--- src/rtl/assert_macros.svh ---
// ----------------------------------------------------------------------------
// Assertion macros shared by the section tracker RTL.
// All of them sample on clk_i and are disabled while rst_ni is low.
// ----------------------------------------------------------------------------
`ifndef ASSERT_MACROS_SVH
`define ASSERT_MACROS_SVH

// Property that must hold at every clock edge.
`define ASSERT_ALWAYS(lbl, prop, msg) \
  lbl: assert property (@(posedge clk_i) disable iff (!rst_ni) (prop)) \
    else $error(msg);

// Same-cycle implication.
`define ASSERT_IMPL(lbl, ante, cons, msg) \
  lbl: assert property (@(posedge clk_i) disable iff (!rst_ni) (ante) |-> (cons)) \
    else $error(msg);

// Next-cycle implication.
`define ASSERT_NEXT(lbl, ante, cons, msg) \
  lbl: assert property (@(posedge clk_i) disable iff (!rst_ni) (ante) |=> (cons)) \
    else $error(msg);

`endif

--- src/rtl/prst_pkg.sv ---
// ----------------------------------------------------------------------------
// prst_pkg
// Shared types and codes of the partial refresh section tracker.
// ----------------------------------------------------------------------------
package prst_pkg;

  localparam int MAX_SECTIONS = 32;
  localparam int CFG_IDX_W    = 2;

  // Operation codes; any other code is a query.
  localparam logic [1:0] OP_FREE  = 2'd0;
  localparam logic [1:0] OP_ALLOC = 2'd1;

  // Configuration register indexes.
  localparam logic [CFG_IDX_W-1:0] CFG_MAP_BASE   = 2'd0;
  localparam logic [CFG_IDX_W-1:0] CFG_SECTIONS   = 2'd1;
  localparam logic [CFG_IDX_W-1:0] CFG_INTERLEAVE = 2'd2;

  typedef struct packed {
    logic [1:0]  operation;
    logic [31:0] address;
    logic [31:0] length;
  } req_t;

  typedef struct packed {
    logic [31:0] refresh_off_mask;
    logic        out_of_map;
    logic        count_error;
    logic [5:0]  refreshed_count;
    logic [5:0]  stopped_count;
  } rsp_t;

  // Controller to datapath commands.
  typedef struct packed {
    logic load;
    logic check;
    logic update;
    logic cnt1;
    logic cnt2;
  } ctrl_cmd_t;

  // Datapath to controller status.
  typedef struct packed {
    logic skip;
    logic oom_hit;
    logic last_seg;
  } ctrl_sts_t;

endpackage

--- src/rtl/partial_refresh_section_tracker.sv ---
// ----------------------------------------------------------------------------
// partial_refresh_section_tracker
// A transaction is loaded, then each section it touches gets one address
// check and one counter read-modify-write; a query or zero length goes
// straight to the mask count, and a walk that leaves the map ends at that
// section's check. One transaction at a time; the mask is counted in two
// steps, and the next start is taken in the cycle the result is shown.
// The receiver cannot stall the result strobe.
// Reset clears the mask and all counters at once (no clearing pass).
// ----------------------------------------------------------------------------
module partial_refresh_section_tracker #(
  parameter int SECTION_BITS     = 26,
  parameter int SECTIONS_PER_DIE = 8,
  parameter int DIES             = 4
) (
  input  logic                             clk_i,
  input  logic                             rst_ni,
  // Request channel
  input  logic                             start_i,
  input  prst_pkg::req_t                   req_i,
  output logic                             busy_o,
  // Result channel
  output logic                             done_o,
  output prst_pkg::rsp_t                   result_o,
  // Configuration write port
  input  logic                             cfg_we_i,
  input  logic [prst_pkg::CFG_IDX_W-1:0]   cfg_idx_i,
  input  logic [31:0]                      cfg_data_i
);
  import prst_pkg::*;

  // The tracker cuts memory into sections of 2^SECTION_BITS bytes, laid
  // end to end from the map base. A free transaction adds to each section
  // the bytes it covers there; an allocate transaction subtracts them. Each
  // section keeps a free-byte counter in a small RAM; a valid bit per
  // section makes an unwritten counter read as zero, the reset value.
  // A second flag per section marks it wholly free, so the twin check in
  // interleaved mode needs no second RAM read.

  // Configuration registers: user writes them only while idle; unenforced.
  logic [31:0] map_base_q;
  logic [5:0]  sections_q;
  logic        interleave_q;

  always_ff @(posedge clk_i or negedge rst_ni) begin
    if (!rst_ni) begin
      map_base_q   <= '0;
      sections_q   <= 6'd32;
      interleave_q <= 1'b0;
    end else if (cfg_we_i) begin
      case (cfg_idx_i)
        CFG_MAP_BASE:   map_base_q   <= cfg_data_i;
        CFG_SECTIONS:   sections_q   <= cfg_data_i[5:0];
        CFG_INTERLEAVE: interleave_q <= cfg_data_i[0];
        default: begin
        end
      endcase
    end
  end

  ctrl_cmd_t cmd;
  ctrl_sts_t sts;

  // The controller sequences each transaction: one address check and one
  // counter update per section, then a two-step count of the mask.
  prst_ctrl u_ctrl (
    .clk_i   (clk_i),
    .rst_ni  (rst_ni),
    .start_i (start_i),
    .sts_i   (sts),
    .cmd_o   (cmd),
    .busy_o  (busy_o)
  );

  // The datapath holds the walk position, counters, mask and result.
  prst_dp #(
    .SECTION_BITS     (SECTION_BITS),
    .SECTIONS_PER_DIE (SECTIONS_PER_DIE),
    .DIES             (DIES)
  ) u_dp (
    .clk_i        (clk_i),
    .rst_ni       (rst_ni),
    .req_i        (req_i),
    .cmd_i        (cmd),
    .sts_o        (sts),
    .map_base_i   (map_base_q),
    .sections_i   (sections_q),
    .interleave_i (interleave_q),
    .result_o     (result_o),
    .done_o       (done_o)
  );

endmodule

--- src/rtl/prst_ram.sv ---
// ----------------------------------------------------------------------------
// prst_ram
// Generic single-write, single-read RAM with a registered read port.
// ----------------------------------------------------------------------------
module prst_ram #(
  parameter int WIDTH = 27,
  parameter int DEPTH = 32
) (
  input  logic                                   clk_i,
  input  logic                                   we_i,
  input  logic [((DEPTH > 1) ? $clog2(DEPTH) : 1)-1:0] waddr_i,
  input  logic [WIDTH-1:0]                       wdata_i,
  input  logic [((DEPTH > 1) ? $clog2(DEPTH) : 1)-1:0] raddr_i,
  output logic [WIDTH-1:0]                       rdata_o
);

  logic [WIDTH-1:0] mem_q [DEPTH];
  logic [WIDTH-1:0] rdata_q;

  always_ff @(posedge clk_i) begin
    if (we_i) begin
      mem_q[waddr_i] <= wdata_i;
    end
    rdata_q <= mem_q[raddr_i];
  end

  assign rdata_o = rdata_q;

endmodule

--- src/rtl/prst_ctrl.sv ---
// ----------------------------------------------------------------------------
// prst_ctrl
// Sequencer: walks a request section by section, then counts the mask.
// ----------------------------------------------------------------------------
`include "assert_macros.svh"

module prst_ctrl (
  input  logic                  clk_i,
  input  logic                  rst_ni,
  input  logic                  start_i,
  input  prst_pkg::ctrl_sts_t   sts_i,
  output prst_pkg::ctrl_cmd_t   cmd_o,
  output logic                  busy_o
);
  import prst_pkg::*;

  localparam logic [2:0] ST_IDLE = 3'd0;
  localparam logic [2:0] ST_ADDR = 3'd1;
  localparam logic [2:0] ST_UPD  = 3'd2;
  localparam logic [2:0] ST_CNT1 = 3'd3;
  localparam logic [2:0] ST_CNT2 = 3'd4;

  logic [2:0] state_q, state_d;
  ctrl_cmd_t  cmd;

  always_comb begin
    state_d = state_q;
    cmd     = '0;
    case (state_q)
      ST_IDLE: begin
        if (start_i) begin
          cmd.load = 1'b1;
          state_d  = sts_i.skip ? ST_CNT1 : ST_ADDR;
        end
      end
      ST_ADDR: begin
        cmd.check = 1'b1;
        state_d   = sts_i.oom_hit ? ST_CNT1 : ST_UPD;
      end
      ST_UPD: begin
        cmd.update = 1'b1;
        state_d    = sts_i.last_seg ? ST_CNT1 : ST_ADDR;
      end
      ST_CNT1: begin
        cmd.cnt1 = 1'b1;
        state_d  = ST_CNT2;
      end
      ST_CNT2: begin
        cmd.cnt2 = 1'b1;
        state_d  = ST_IDLE;
      end
      default: begin
        state_d = ST_IDLE;
      end
    endcase
  end

  always_ff @(posedge clk_i or negedge rst_ni) begin
    if (!rst_ni) begin
      state_q <= ST_IDLE;
    end else begin
      state_q <= state_d;
    end
  end

  assign cmd_o  = cmd;
  assign busy_o = (state_q != ST_IDLE);

  `ASSERT_ALWAYS(a_cmd_onehot0, $onehot0(cmd), "more than one datapath command at once")
  `ASSERT_IMPL(a_upd_follows_addr, state_q == ST_UPD, $past(state_q) == ST_ADDR, "section update without address check")
  `ASSERT_NEXT(a_load_leaves_idle, cmd.load, state_q == ST_ADDR || state_q == ST_CNT1, "accepted transaction did not start")

endmodule

--- src/rtl/prst_dp.sv ---
// ----------------------------------------------------------------------------
// prst_dp
// Datapath: address split, free-byte counters, refresh mask and counts.
// ----------------------------------------------------------------------------
`include "assert_macros.svh"

module prst_dp #(
  parameter int SECTION_BITS     = 26,
  parameter int SECTIONS_PER_DIE = 8,
  parameter int DIES             = 4
) (
  input  logic                clk_i,
  input  logic                rst_ni,
  input  prst_pkg::req_t      req_i,
  input  prst_pkg::ctrl_cmd_t cmd_i,
  output prst_pkg::ctrl_sts_t sts_o,
  input  logic [31:0]         map_base_i,
  input  logic [5:0]          sections_i,
  input  logic                interleave_i,
  output prst_pkg::rsp_t      result_o,
  output logic                done_o
);
  import prst_pkg::*;

  localparam int TOTAL = DIES * SECTIONS_PER_DIE;
  localparam int NSECT = (TOTAL > MAX_SECTIONS) ? MAX_SECTIONS : TOTAL;
  localparam int IDX_W = (NSECT > 1) ? $clog2(NSECT) : 1;
  localparam int FB_W  = SECTION_BITS + 1;
  localparam logic [FB_W-1:0] SEC_SIZE = {1'b1, {SECTION_BITS{1'b0}}};

  // Twin lookup, fixed by the geometry.
  logic [IDX_W-1:0] twin_idx [NSECT];
  logic [NSECT-1:0] twin_ok;

  for (genvar g = 0; g < NSECT; g++) begin : g_twin
    localparam int TDIE = (g / SECTIONS_PER_DIE) ^ 1;
    localparam int TW   = TDIE * SECTIONS_PER_DIE + (g % SECTIONS_PER_DIE);
    if (TDIE < DIES && TW < NSECT) begin : g_has
      assign twin_idx[g] = IDX_W'(TW);
      assign twin_ok[g]  = 1'b1;
    end else begin : g_none
      assign twin_idx[g] = '0;
      assign twin_ok[g]  = 1'b0;
    end
  end

  logic [5:0]       mapped;
  logic [NSECT-1:0] mapped_bits;

  assign mapped = (sections_i > 6'(NSECT)) ? 6'(NSECT) : sections_i;

  always_comb begin
    for (int i = 0; i < NSECT; i++) begin
      mapped_bits[i] = (6'(i) < mapped);
    end
  end

  // Walk registers.
  logic             free_op_q;
  logic [32:0]      addr_q;
  logic [31:0]      len_q;
  logic [IDX_W-1:0] idx_q;
  logic [FB_W-1:0]  cur_q;
  logic             oom_q, cerr_q;

  // Section state.
  logic [NSECT-1:0] mask_q, mask_d;
  logic [NSECT-1:0] full_q;
  logic [NSECT-1:0] valid_q;

  // Count pipeline and result.
  logic [2:0] grp_q [8];
  logic [2:0] grp_d [8];
  rsp_t       result_q;
  logic       done_q;

  // Address check.
  logic [32:0]      off, idx_wide;
  logic             oom_hit;
  logic [IDX_W-1:0] idx_d;
  logic [FB_W-1:0]  rem, cur_d;

  assign off      = addr_q - {1'b0, map_base_i};
  assign idx_wide = off >> SECTION_BITS;
  assign oom_hit  = (addr_q < {1'b0, map_base_i}) || (idx_wide >= 33'(mapped));
  assign idx_d    = idx_wide[IDX_W-1:0];
  assign rem      = SEC_SIZE - {1'b0, off[SECTION_BITS-1:0]};
  assign cur_d    = (len_q < 32'(rem)) ? len_q[FB_W-1:0] : rem;

  // Counter update.
  logic [FB_W-1:0]  rd_data, fb, new_free;
  logic [FB_W:0]    sum;
  logic             upd_err, fire, tw_has, tw_full;
  logic [IDX_W-1:0] tw_idx;

  prst_ram #(
    .WIDTH (FB_W),
    .DEPTH (NSECT)
  ) u_free_ram (
    .clk_i   (clk_i),
    .we_i    (cmd_i.update),
    .waddr_i (idx_q),
    .wdata_i (new_free),
    .raddr_i (idx_d),
    .rdata_o (rd_data)
  );

  assign fb  = valid_q[idx_q] ? rd_data : '0;
  assign sum = {1'b0, fb} + {1'b0, cur_q};

  always_comb begin
    if (free_op_q) begin
      upd_err  = (sum > {1'b0, SEC_SIZE});
      new_free = upd_err ? SEC_SIZE : sum[FB_W-1:0];
      fire     = (new_free == SEC_SIZE);
    end else begin
      upd_err  = (cur_q > fb);
      new_free = upd_err ? '0 : (fb - cur_q);
      fire     = (fb == SEC_SIZE);
    end
  end

  assign tw_idx  = twin_idx[idx_q];
  assign tw_has  = interleave_i && twin_ok[idx_q] && (6'(tw_idx) < mapped);
  assign tw_full = full_q[tw_idx];

  always_comb begin
    mask_d = mask_q;
    if (cmd_i.update && fire) begin
      if (!tw_has) begin
        mask_d[idx_q] = free_op_q;
      end else if (tw_full) begin
        mask_d[idx_q]  = free_op_q;
        mask_d[tw_idx] = free_op_q;
      end
    end
  end

  // Popcount of stopped, mapped sections in groups of four.
  logic [31:0] stop_vec;
  logic [5:0]  stop_sum;

  assign stop_vec = 32'(mask_q & mapped_bits);

  always_comb begin
    for (int g = 0; g < 8; g++) begin
      grp_d[g] = 3'(stop_vec[4*g]) + 3'(stop_vec[4*g+1])
               + 3'(stop_vec[4*g+2]) + 3'(stop_vec[4*g+3]);
    end
  end

  always_comb begin
    stop_sum = '0;
    for (int g = 0; g < 8; g++) begin
      stop_sum = stop_sum + 6'(grp_q[g]);
    end
  end

  // Payload registers.
  always_ff @(posedge clk_i) begin
    if (cmd_i.load) begin
      free_op_q <= (req_i.operation == OP_FREE);
      addr_q    <= {1'b0, req_i.address};
      len_q     <= req_i.length;
      oom_q     <= 1'b0;
      cerr_q    <= 1'b0;
    end
    if (cmd_i.check) begin
      idx_q <= idx_d;
      cur_q <= cur_d;
      if (oom_hit) begin
        oom_q <= 1'b1;
      end
    end
    if (cmd_i.update) begin
      addr_q <= addr_q + 33'(cur_q);
      len_q  <= len_q - 32'(cur_q);
      if (upd_err) begin
        cerr_q <= 1'b1;
      end
    end
    if (cmd_i.cnt1) begin
      grp_q <= grp_d;
    end
    if (cmd_i.cnt2) begin
      result_q.refresh_off_mask <= 32'(mask_q);
      result_q.out_of_map       <= oom_q;
      result_q.count_error      <= cerr_q;
      result_q.refreshed_count  <= mapped - stop_sum;
      result_q.stopped_count    <= stop_sum;
    end
  end

  // Control state.
  always_ff @(posedge clk_i or negedge rst_ni) begin
    if (!rst_ni) begin
      mask_q  <= '0;
      full_q  <= '0;
      valid_q <= '0;
      done_q  <= 1'b0;
    end else begin
      mask_q <= mask_d;
      done_q <= cmd_i.cnt2;
      if (cmd_i.update) begin
        valid_q[idx_q] <= 1'b1;
        full_q[idx_q]  <= (new_free == SEC_SIZE);
      end
    end
  end

  assign sts_o.skip     = ((req_i.operation != OP_FREE) && (req_i.operation != OP_ALLOC))
                          || (req_i.length == '0);
  assign sts_o.oom_hit  = oom_hit;
  assign sts_o.last_seg = (len_q == 32'(cur_q));

  assign result_o = result_q;
  assign done_o   = done_q;

  `ASSERT_IMPL(a_done_after_count, done_q, $past(cmd_i.cnt2), "result strobe without count step")
  `ASSERT_NEXT(a_mask_on_update, !cmd_i.update, $stable(mask_q), "refresh mask moved outside an update")
  `ASSERT_IMPL(a_full_is_valid, 1'b1, (full_q & ~valid_q) == '0, "full flag on a section never written")

endmodule

--- config.mk ---
export PLATFORM = sky130hd
export DESIGN_NAME = partial_refresh_section_tracker
export DESIGN_NICKNAME = d
export VERILOG_FILES = /design/src/rtl/prst_pkg.sv /design/src/rtl/partial_refresh_section_tracker.sv /design/src/rtl/prst_ram.sv /design/src/rtl/prst_ctrl.sv /design/src/rtl/prst_dp.sv
export VERILOG_INCLUDE_DIRS = /design/src /design/src/rtl
export SDC_FILE = /design/constraint.sdc
export NUM_CORES = 2
export LEC_CHECK = 0
export BUFFER_PORTS_ARGS = -buffer_cell sky130_fd_sc_hd__buf_2
export CORE_MARGIN = 5
export CORE_UTILIZATION = 30
export DETAILED_ROUTE_END_ITERATION = 12
export PLACE_DENSITY_LB_ADDON = 0.08
export SKIP_LAST_GASP = 1
export SLEW_MARGIN = 20
export SYNTH_ARGS = -nofsm -noshare
export SYNTH_HDL_FRONTEND = slang
export SYNTH_SLANG_ARGS = --single-unit
export TNS_END_PERCENT = 30
--- constraint.sdc ---
create_clock -name clk_i -period 10.9 [get_ports clk_i]
set_input_delay 1.09 -clock clk_i [delete_from_list [all_inputs] [get_ports clk_i]]
set_output_delay 1.09 -clock clk_i [all_outputs]
set_load 0.1 [all_outputs]
# [Word-level counts from Yosys, hierarchy flattened]
# Memories as Yosys holds them, arrays and structs flattened. A register that Yosys moved wholly into a read port is not among the register bits.
# Cells that the tools add are included.
# W data, S select, Z words.
[totals] mem_count=3 rom_bits=192 reg_bits=309 ram_bits=864 elab_cells=196 latch_bits=0 input_bits=104 output_inout_bits=48
[op_classes] order_cmp=44 div=0 reduce_logical=19 bitwise=3 shifts=0 eq_ne=13 multipliers=0 addsub=38 mux=48
[mem_list] memory="u_dp.u_free_ram.mem_q" depth=32 word_bits=27 read_ports=1 rd_clocked_by_memory_dff=1 wr=1 line_no="prst_ram.sv:17" text="logic [WIDTH-1:0] mem_q [DEPTH];"
[mem_list] memory="(name not given)" depth=32 word_bits=5 read_ports=1 rd_clocked_by_memory_dff=0 wr=0 line_no="prst_dp.sv:123" text="assign tw_idx = twin_idx[idx_q];"
[mem_list] memory="(name not given)" depth=32 word_bits=1 read_ports=1 rd_clocked_by_memory_dff=1 wr=0 line_no="prst_dp.sv:124" text="assign tw_has = interleave_i && twin_ok[idx_q] && (6'(tw_idx) < mapped);"
[op_table] op="$mux W27" count=5
[op_table] op="$mux W32" count=4
[op_table] op="$bwmux W32" count=3
[op_table] op="$lt A5 B6 Y1 const A" count=16
[op_table] op="$eq A27 B27 Y1 const B" count=3
[op_table] op="$mux W33" count=2
[op_table] op="$add A3 B1 Y3" count=16
[op_table] op="$lt A4 B6 Y1 const A" count=8
[op_table] op="$add A6 B3 Y6" count=6
[op_table] op="$add A33 B27 Y33" count=1
[op_table] op="$lt A33 B32 Y1" count=1
[op_table] op="$sub A33 B32 Y33" count=1
[op_table] op="$and A32 B32 Y32" count=1
[op_table] op="$eq A32 B27 Y1" count=1
[op_table] op="$logic_not A32 Y1" count=1
[op_table] op="$lt A32 B27 Y1" count=1
[op_table] op="$or A32 B32 Y32" count=1
[op_table] op="$sub A32 B27 Y32" count=1
[op_table] op="$add A27 B27 Y28" count=1
[op_table] op="$gt A28 B27 Y1 const B" count=1
[op_table] op="$gt A27 B27 Y1" count=1
[op_table] op="$sub A27 B26 Y27 const A" count=1
[op_table] op="$sub A27 B27 Y27" count=1
[op_table] op="$lt A3 B6 Y1 const A" count=4
[op_table] op="other kinds (34)" count=84

# [Logic depth before layout (Yosys ltp)]
[depth] depth_word=11 ltp_mapped=30 depth_no_buf=28

# [Hierarchy]
# Synthesis repeated with hierarchy kept, for this count alone.
[unflattened] cells_unflattened=4493 area_unflattened_um2=59181.8
[modules_own_cells] module="prst_ram" area_each_um2=34221.6 n_inst=1 cells_per_inst=1915
[modules_own_cells] module="prst_dp" area_each_um2=23279.8 n_inst=1 cells_per_inst=2475
[modules_own_cells] module="partial_refresh_section_tracker" area_each_um2=1483.9 n_inst=1 cells_per_inst=84
[modules_own_cells] module="prst_ctrl" area_each_um2=196.4 n_inst=1 cells_per_inst=19

# [Least setup slack after synthesis]
# Ideal clock, no wire load.
[synth_path] kind="register to register" startpoint="register u_dp.idx_q[0]" endpoint="memory u_dp.u_free_ram.mem_q[0][12] (data pin)" arrival_time_ps=6717 setup_ps=377 path_slack_ps=3806 path_stages_with_launch=25 cell_sequence="edfxtp_1 -> clkbuf_1 -> clkbuf_1 -> mux4_2 -> a22oi_1 -> nand4_1 -> clkbuf_1 -> nand2_1 -> inv_1 -> ha_1 -> fa_1 -> nor2b_1 -> o21ai_1 -> a31oi_1 -> nor2_1 -> mux2_2 -> nor4_1 -> nand4_1 -> or4_4 -> a2111oi_4 -> or2_0 -> buf_4 -> buf_4 -> a21oi_1 -> a21oi_1"
[synth_between] elab_chain_len=7
[synth_rtl] element="start, declared" line_no="prst_dp.sv:62" text="logic [IDX_W-1:0] idx_q;"
[synth_rtl] element="start signal, assigned" line_no="prst_dp.sv:169" text="idx_q <= idx_d;"
[synth_rtl] element="$bmux W1 S5 (*)" line_no="prst_dp.sv:108" text="assign fb = valid_q[idx_q] ? rd_data : '0;"
[synth_rtl] element="$mux W1 (not written as such) (*)" line_no="prst_dp.sv:108"
[synth_rtl] element="$mux W27 (*)" line_no="prst_dp.sv:108"
[synth_rtl] element="$add A27 B27 Y28" line_no="prst_dp.sv:109" text="assign sum = {1'b0, fb} + {1'b0, cur_q};"
[synth_rtl] element="$gt A28 B27 Y1" line_no="prst_dp.sv:113" text="upd_err = (sum > {1'b0, SEC_SIZE});"
[synth_rtl] element="$mux W27" line_no="prst_dp.sv:114" text="new_free = upd_err ? SEC_SIZE : sum[FB_W-1:0];"
[synth_rtl] element="$mux W27 (*)" line_no="prst_dp.sv:112" text="if (free_op_q) begin"
[synth_rtl] element="named net u_dp.new_free[12]" line_no="prst_dp.sv:91" text="logic [FB_W-1:0] rd_data, fb, new_free;"
[synth_rtl] element="end, declared" line_no="prst_ram.sv:17"
# Mark *: on every way through the listed nets, which the timed path passes. The rest lies on a longest branch. The select of a mux whose other input is x is not followed.

# [Worst setup path in the final report]
[layout_path] startpoint="register u_dp.idx_q[0]" endpoint="memory u_dp.u_free_ram.mem_q[9][12] (data pin)"
# The elaborated chain is that of the path after synthesis.

==> metrics.md <==
| Metric | Value |
|---|---|
| DR vias/cell | 5.17 |
| Final Hold Viols | 0 |
| Synth Flop Type | edfxtp_1 |
| Antenna viol nets, final | 0 |
| DIE HEIGHT | 444 um |
| H-Tree Depth | 4 |
| Setup WS pre-CTS | 3070 ps |
| Crit Path Max Fanout | 32 |
| Cell Area, Synth | 56500 um^2 |
| Die X | 444 um |
| RSZ-0062 raised after global routing | false |
| Initial Util | 30.1% |
| Slowest-stage cell, CP | or2_0 |
| Ports | 152 |
| Area grow syn2layout | 15.7% |
| Yosys reg bits | 1200 |
| Resized cells post-CTS | 0 |
| Sequential share of the synthesized area | 62.0% |
| First-pass GRT wire length | 269000 um |
| Total Routed Length | 189000 um |
| Placed insts | 6534 |
| Critical Path AT | 8350 ps |
| Startpoint types | register |
| Buf/Inv on CP | 6 |
| Share of Yosys cell area claimed by the top area cell type | 54.8% |
| Leading area contributor after synthesis | edfxtp_1 |
| Die area | 197000 um^2 |
| Reg area | 35000 um^2 |
| Vias in the first global route | 35800 |
| Post-synth ARST share | 11.6% |
| CTS Buf Count | 144 |
| Worst skew pair latency | 790 ps |
| Max Root-Sink Buffers | 3 |
| Max_cap viols | 0 |
| Mean post-synth cell area | 14.3 um^2 |
| Multi-input logic area | 20300 um^2 |
| # hold bufs at CTS | 0 |
| Post-synth EDFFs | 1032 |
| Clk sinks | 1200 |
| Setup Total Neg Slack | 0 ps |
| Gate Count Post-Synth | 3955 |
| CP Class | reg -> reg |
| Dpl hpwl | 121000 um |
| WL per Instance | 27.9 um |
| Clock Pin Slew Worst Setup and Hold Paths | 60 ps |
| Via count | 35100 |
| Most frequent cells in the layout | edfxtp_1, o21ai_0, mux4_2, ha_1 |
| Tmin final | 7770 ps |
| Most common cell on crit path | buf_4 |
| Post-Layout Cell Count | 6799 |
| Setup bufs post-CTS | 0 |
| Critical Path End Type | register |
| Setup Skew | 51.4 ps |
| Critical Path RT | 11480 ps |
| Gp weighted congestion | 0.899 |
| Fin crit share | 71.3% |
| CP max stage delay | 670 ps |
| Filler Cell Count | 18200 |
| DR DRC count | 0 |
| CP Cell Sequence | buf_4 > mux4_2 > a22oi_1 > nand4_1 > buf_4 > nand2_1 > inv_1 > ha_1 > fa_1 > nor2b_1 > o21ai_1 > a31oi_1 > nor3_1 > inv_1 > a311oi_1 > nand4_1 > or4_4 > a2111oi_4 > or2_0 > buf_4 > a21oi_1 > a21oi_2 > buf_4 |
| Layout cells sized above 1 | 19.3% |
| Peak Freq | 129 MHz |
| Drt pass-1 iters | 5 |
| CTS tree | yes |
| Synth warn | 0 |
| Core Area | 188000 um^2 |
| Largest net degree at the start of global routing | 94 |
| Final Max Tran Viols | 0 |
| Worst Max-Slew Pin Slew | 1080 ps |
| GRT overflow | 0 |
| Final net count | 4529 |
| Post-synthesis cell type count | 97 |
| Final setup viols | 0 |
| Total Routing Usage GR | 18.9% |
| Hold crit path type | in -> async |
| Slew margin rel. | 27.5% |
| Port Buffer Count | 151 |
| Root Buffer | clkbuf_16 |
| Leading post-synthesis cells by cell area | edfxtp_1, mux4_2, dfrtp_1, ha_1, o21ai_0 |
| Syn_nets | 4299 |
| Final Worst Setup Slack | 3130 ps |
| Number of DRC markers after the initial detailed-route iteration | 2698 |
| Family with the most delay on the worst path | simple AND/OR/NAND/NOR gates |
| Status | completed |
| Initial antenna violation count | 10 |
| Commonest non-fill, non-tap cell in the layout | edfxtp_1 |
| Num rows | 159 |
## cell type report
type,instances,area share [%]
diodes,3,0.0115
repair buffers,249,2.33
flip-flops and latches,1200,53.6
clock buffers,202,6.00
multi-input cells,2368,31.1
well taps,2495,4.77
inverters,222,1.29
clock inverters,60,0.867
## worst paths after layout
path / startpoint / to / slack, ps / cells past startpoint
max in group asynchronous: rst_ni / u_dp.full_q[19] / 8840 / 3
max: u_dp.idx_q[0] / u_dp.u_free_ram.mem_q[9][12] / 3130 / 23
min reg2reg: u_dp.oom_q / u_dp.result_o[13] / 440 / 0
min in group clk_i: u_dp.oom_q / u_dp.result_o[13] / 440 / 0
min: rst_ni / map_base_q[0] / 220 / 1
max reg2reg: u_dp.idx_q[0] / u_dp.u_free_ram.mem_q[9][12] / 3130 / 23
## Yosys cell counts (all sizes together) (9+ instances only)
| cell | instances |
|---|---|
| a211oi | 13 |
| a21boi | 15 |
| a21o | 65 |
| a21oi | 139 |
| a221oi | 14 |
| a31oi | 18 |
| and2 | 37 |
| and3 | 24 |
| buf | 49 |
| clkbuf | 116 |
| dfrtp | 138 |
| dfxtp | 29 |
| edfxtp | 1032 |
| fa | 28 |
| ha | 212 |
| inv | 219 |
| mux2 | 11 |
| mux2i | 32 |
| mux4 | 232 |
| nand2 | 211 |
| nand2b | 33 |
| nand3 | 79 |
| nand4 | 28 |
| nor2 | 178 |
| nor2b | 34 |
| nor3 | 60 |
| nor3b | 13 |
| nor4 | 54 |
| o211ai | 13 |
| o21a | 34 |
| o21ai | 251 |
| o21bai | 22 |
| o22ai | 115 |
| o31ai | 84 |
| or2 | 47 |
| or3 | 27 |
| or4 | 9 |
| xnor2 | 80 |
| xor2 | 52 |
## state kept, by name, indices dropped and copies added (netlist names)
signal,flops
u_dp.u_free_ram.mem_q,864
u_dp.result_o,46
u_dp.addr_q,33
map_base_q,32
u_dp.full_q,32
u_dp.len_q,32
u_dp.mask_q,32
u_dp.valid_q,32
u_dp.cur_q,27
u_dp.u_free_ram.rdata_o,27
u_dp.grp_q,24
sections_q,6
u_dp.idx_q,5
u_ctrl.state_q,3
interleave_q,1
u_dp.cerr_q,1
u_dp.done_o,1
u_dp.free_op_q,1
u_dp.oom_q,1
## per-stage QoR
| stage | hold slack [ps] | instance area, um^2 | utilization [%] |
|---|---|---|---|
| 2_1_floorplan | 408 | 56500 | - |
| 3_3_place_gp | 424 | 60900 | 32.4 |
| 3_5_place_dp | 425 | 60900 | 32.4 |
| 4_1_cts | 163 | 65400 | 34.8 |
| 5_1_grt | 194 | 65400 | 34.9 |
| 6_report | 222 | 65400 | 34.9 |
## cells by family (layout without fill, tap and decap cells)
family,after synthesis,in the layout,share of synthesized area (%)
AO/OA/AOI/OAI,868,868,9.91
XOR/XNOR,132,132,2.05
adder cells (fa/ha/maj),240,240,5.69
buffers and inverters,387,733,2.70
flip-flops,1200,1200,62.0
multiplexers,275,275,10.0
other,0,3,0
AND/OR/NAND/NOR,853,853,7.61
## layer usage
metal / up-vias / global-route usage, % / share of wire, %
met5: - / 0 / 0
met4: 0 / 4.18 / 2.0
met3: 198 / 2.67 / 4.0
met2: 798 / 30.6 / 47
met1: 18300 / 27.0 / 47
li1: 15800 / - / -
Power is not shown: default switching activity piles up to over one toggle a cycle in this logic, so the estimate is an artifact.
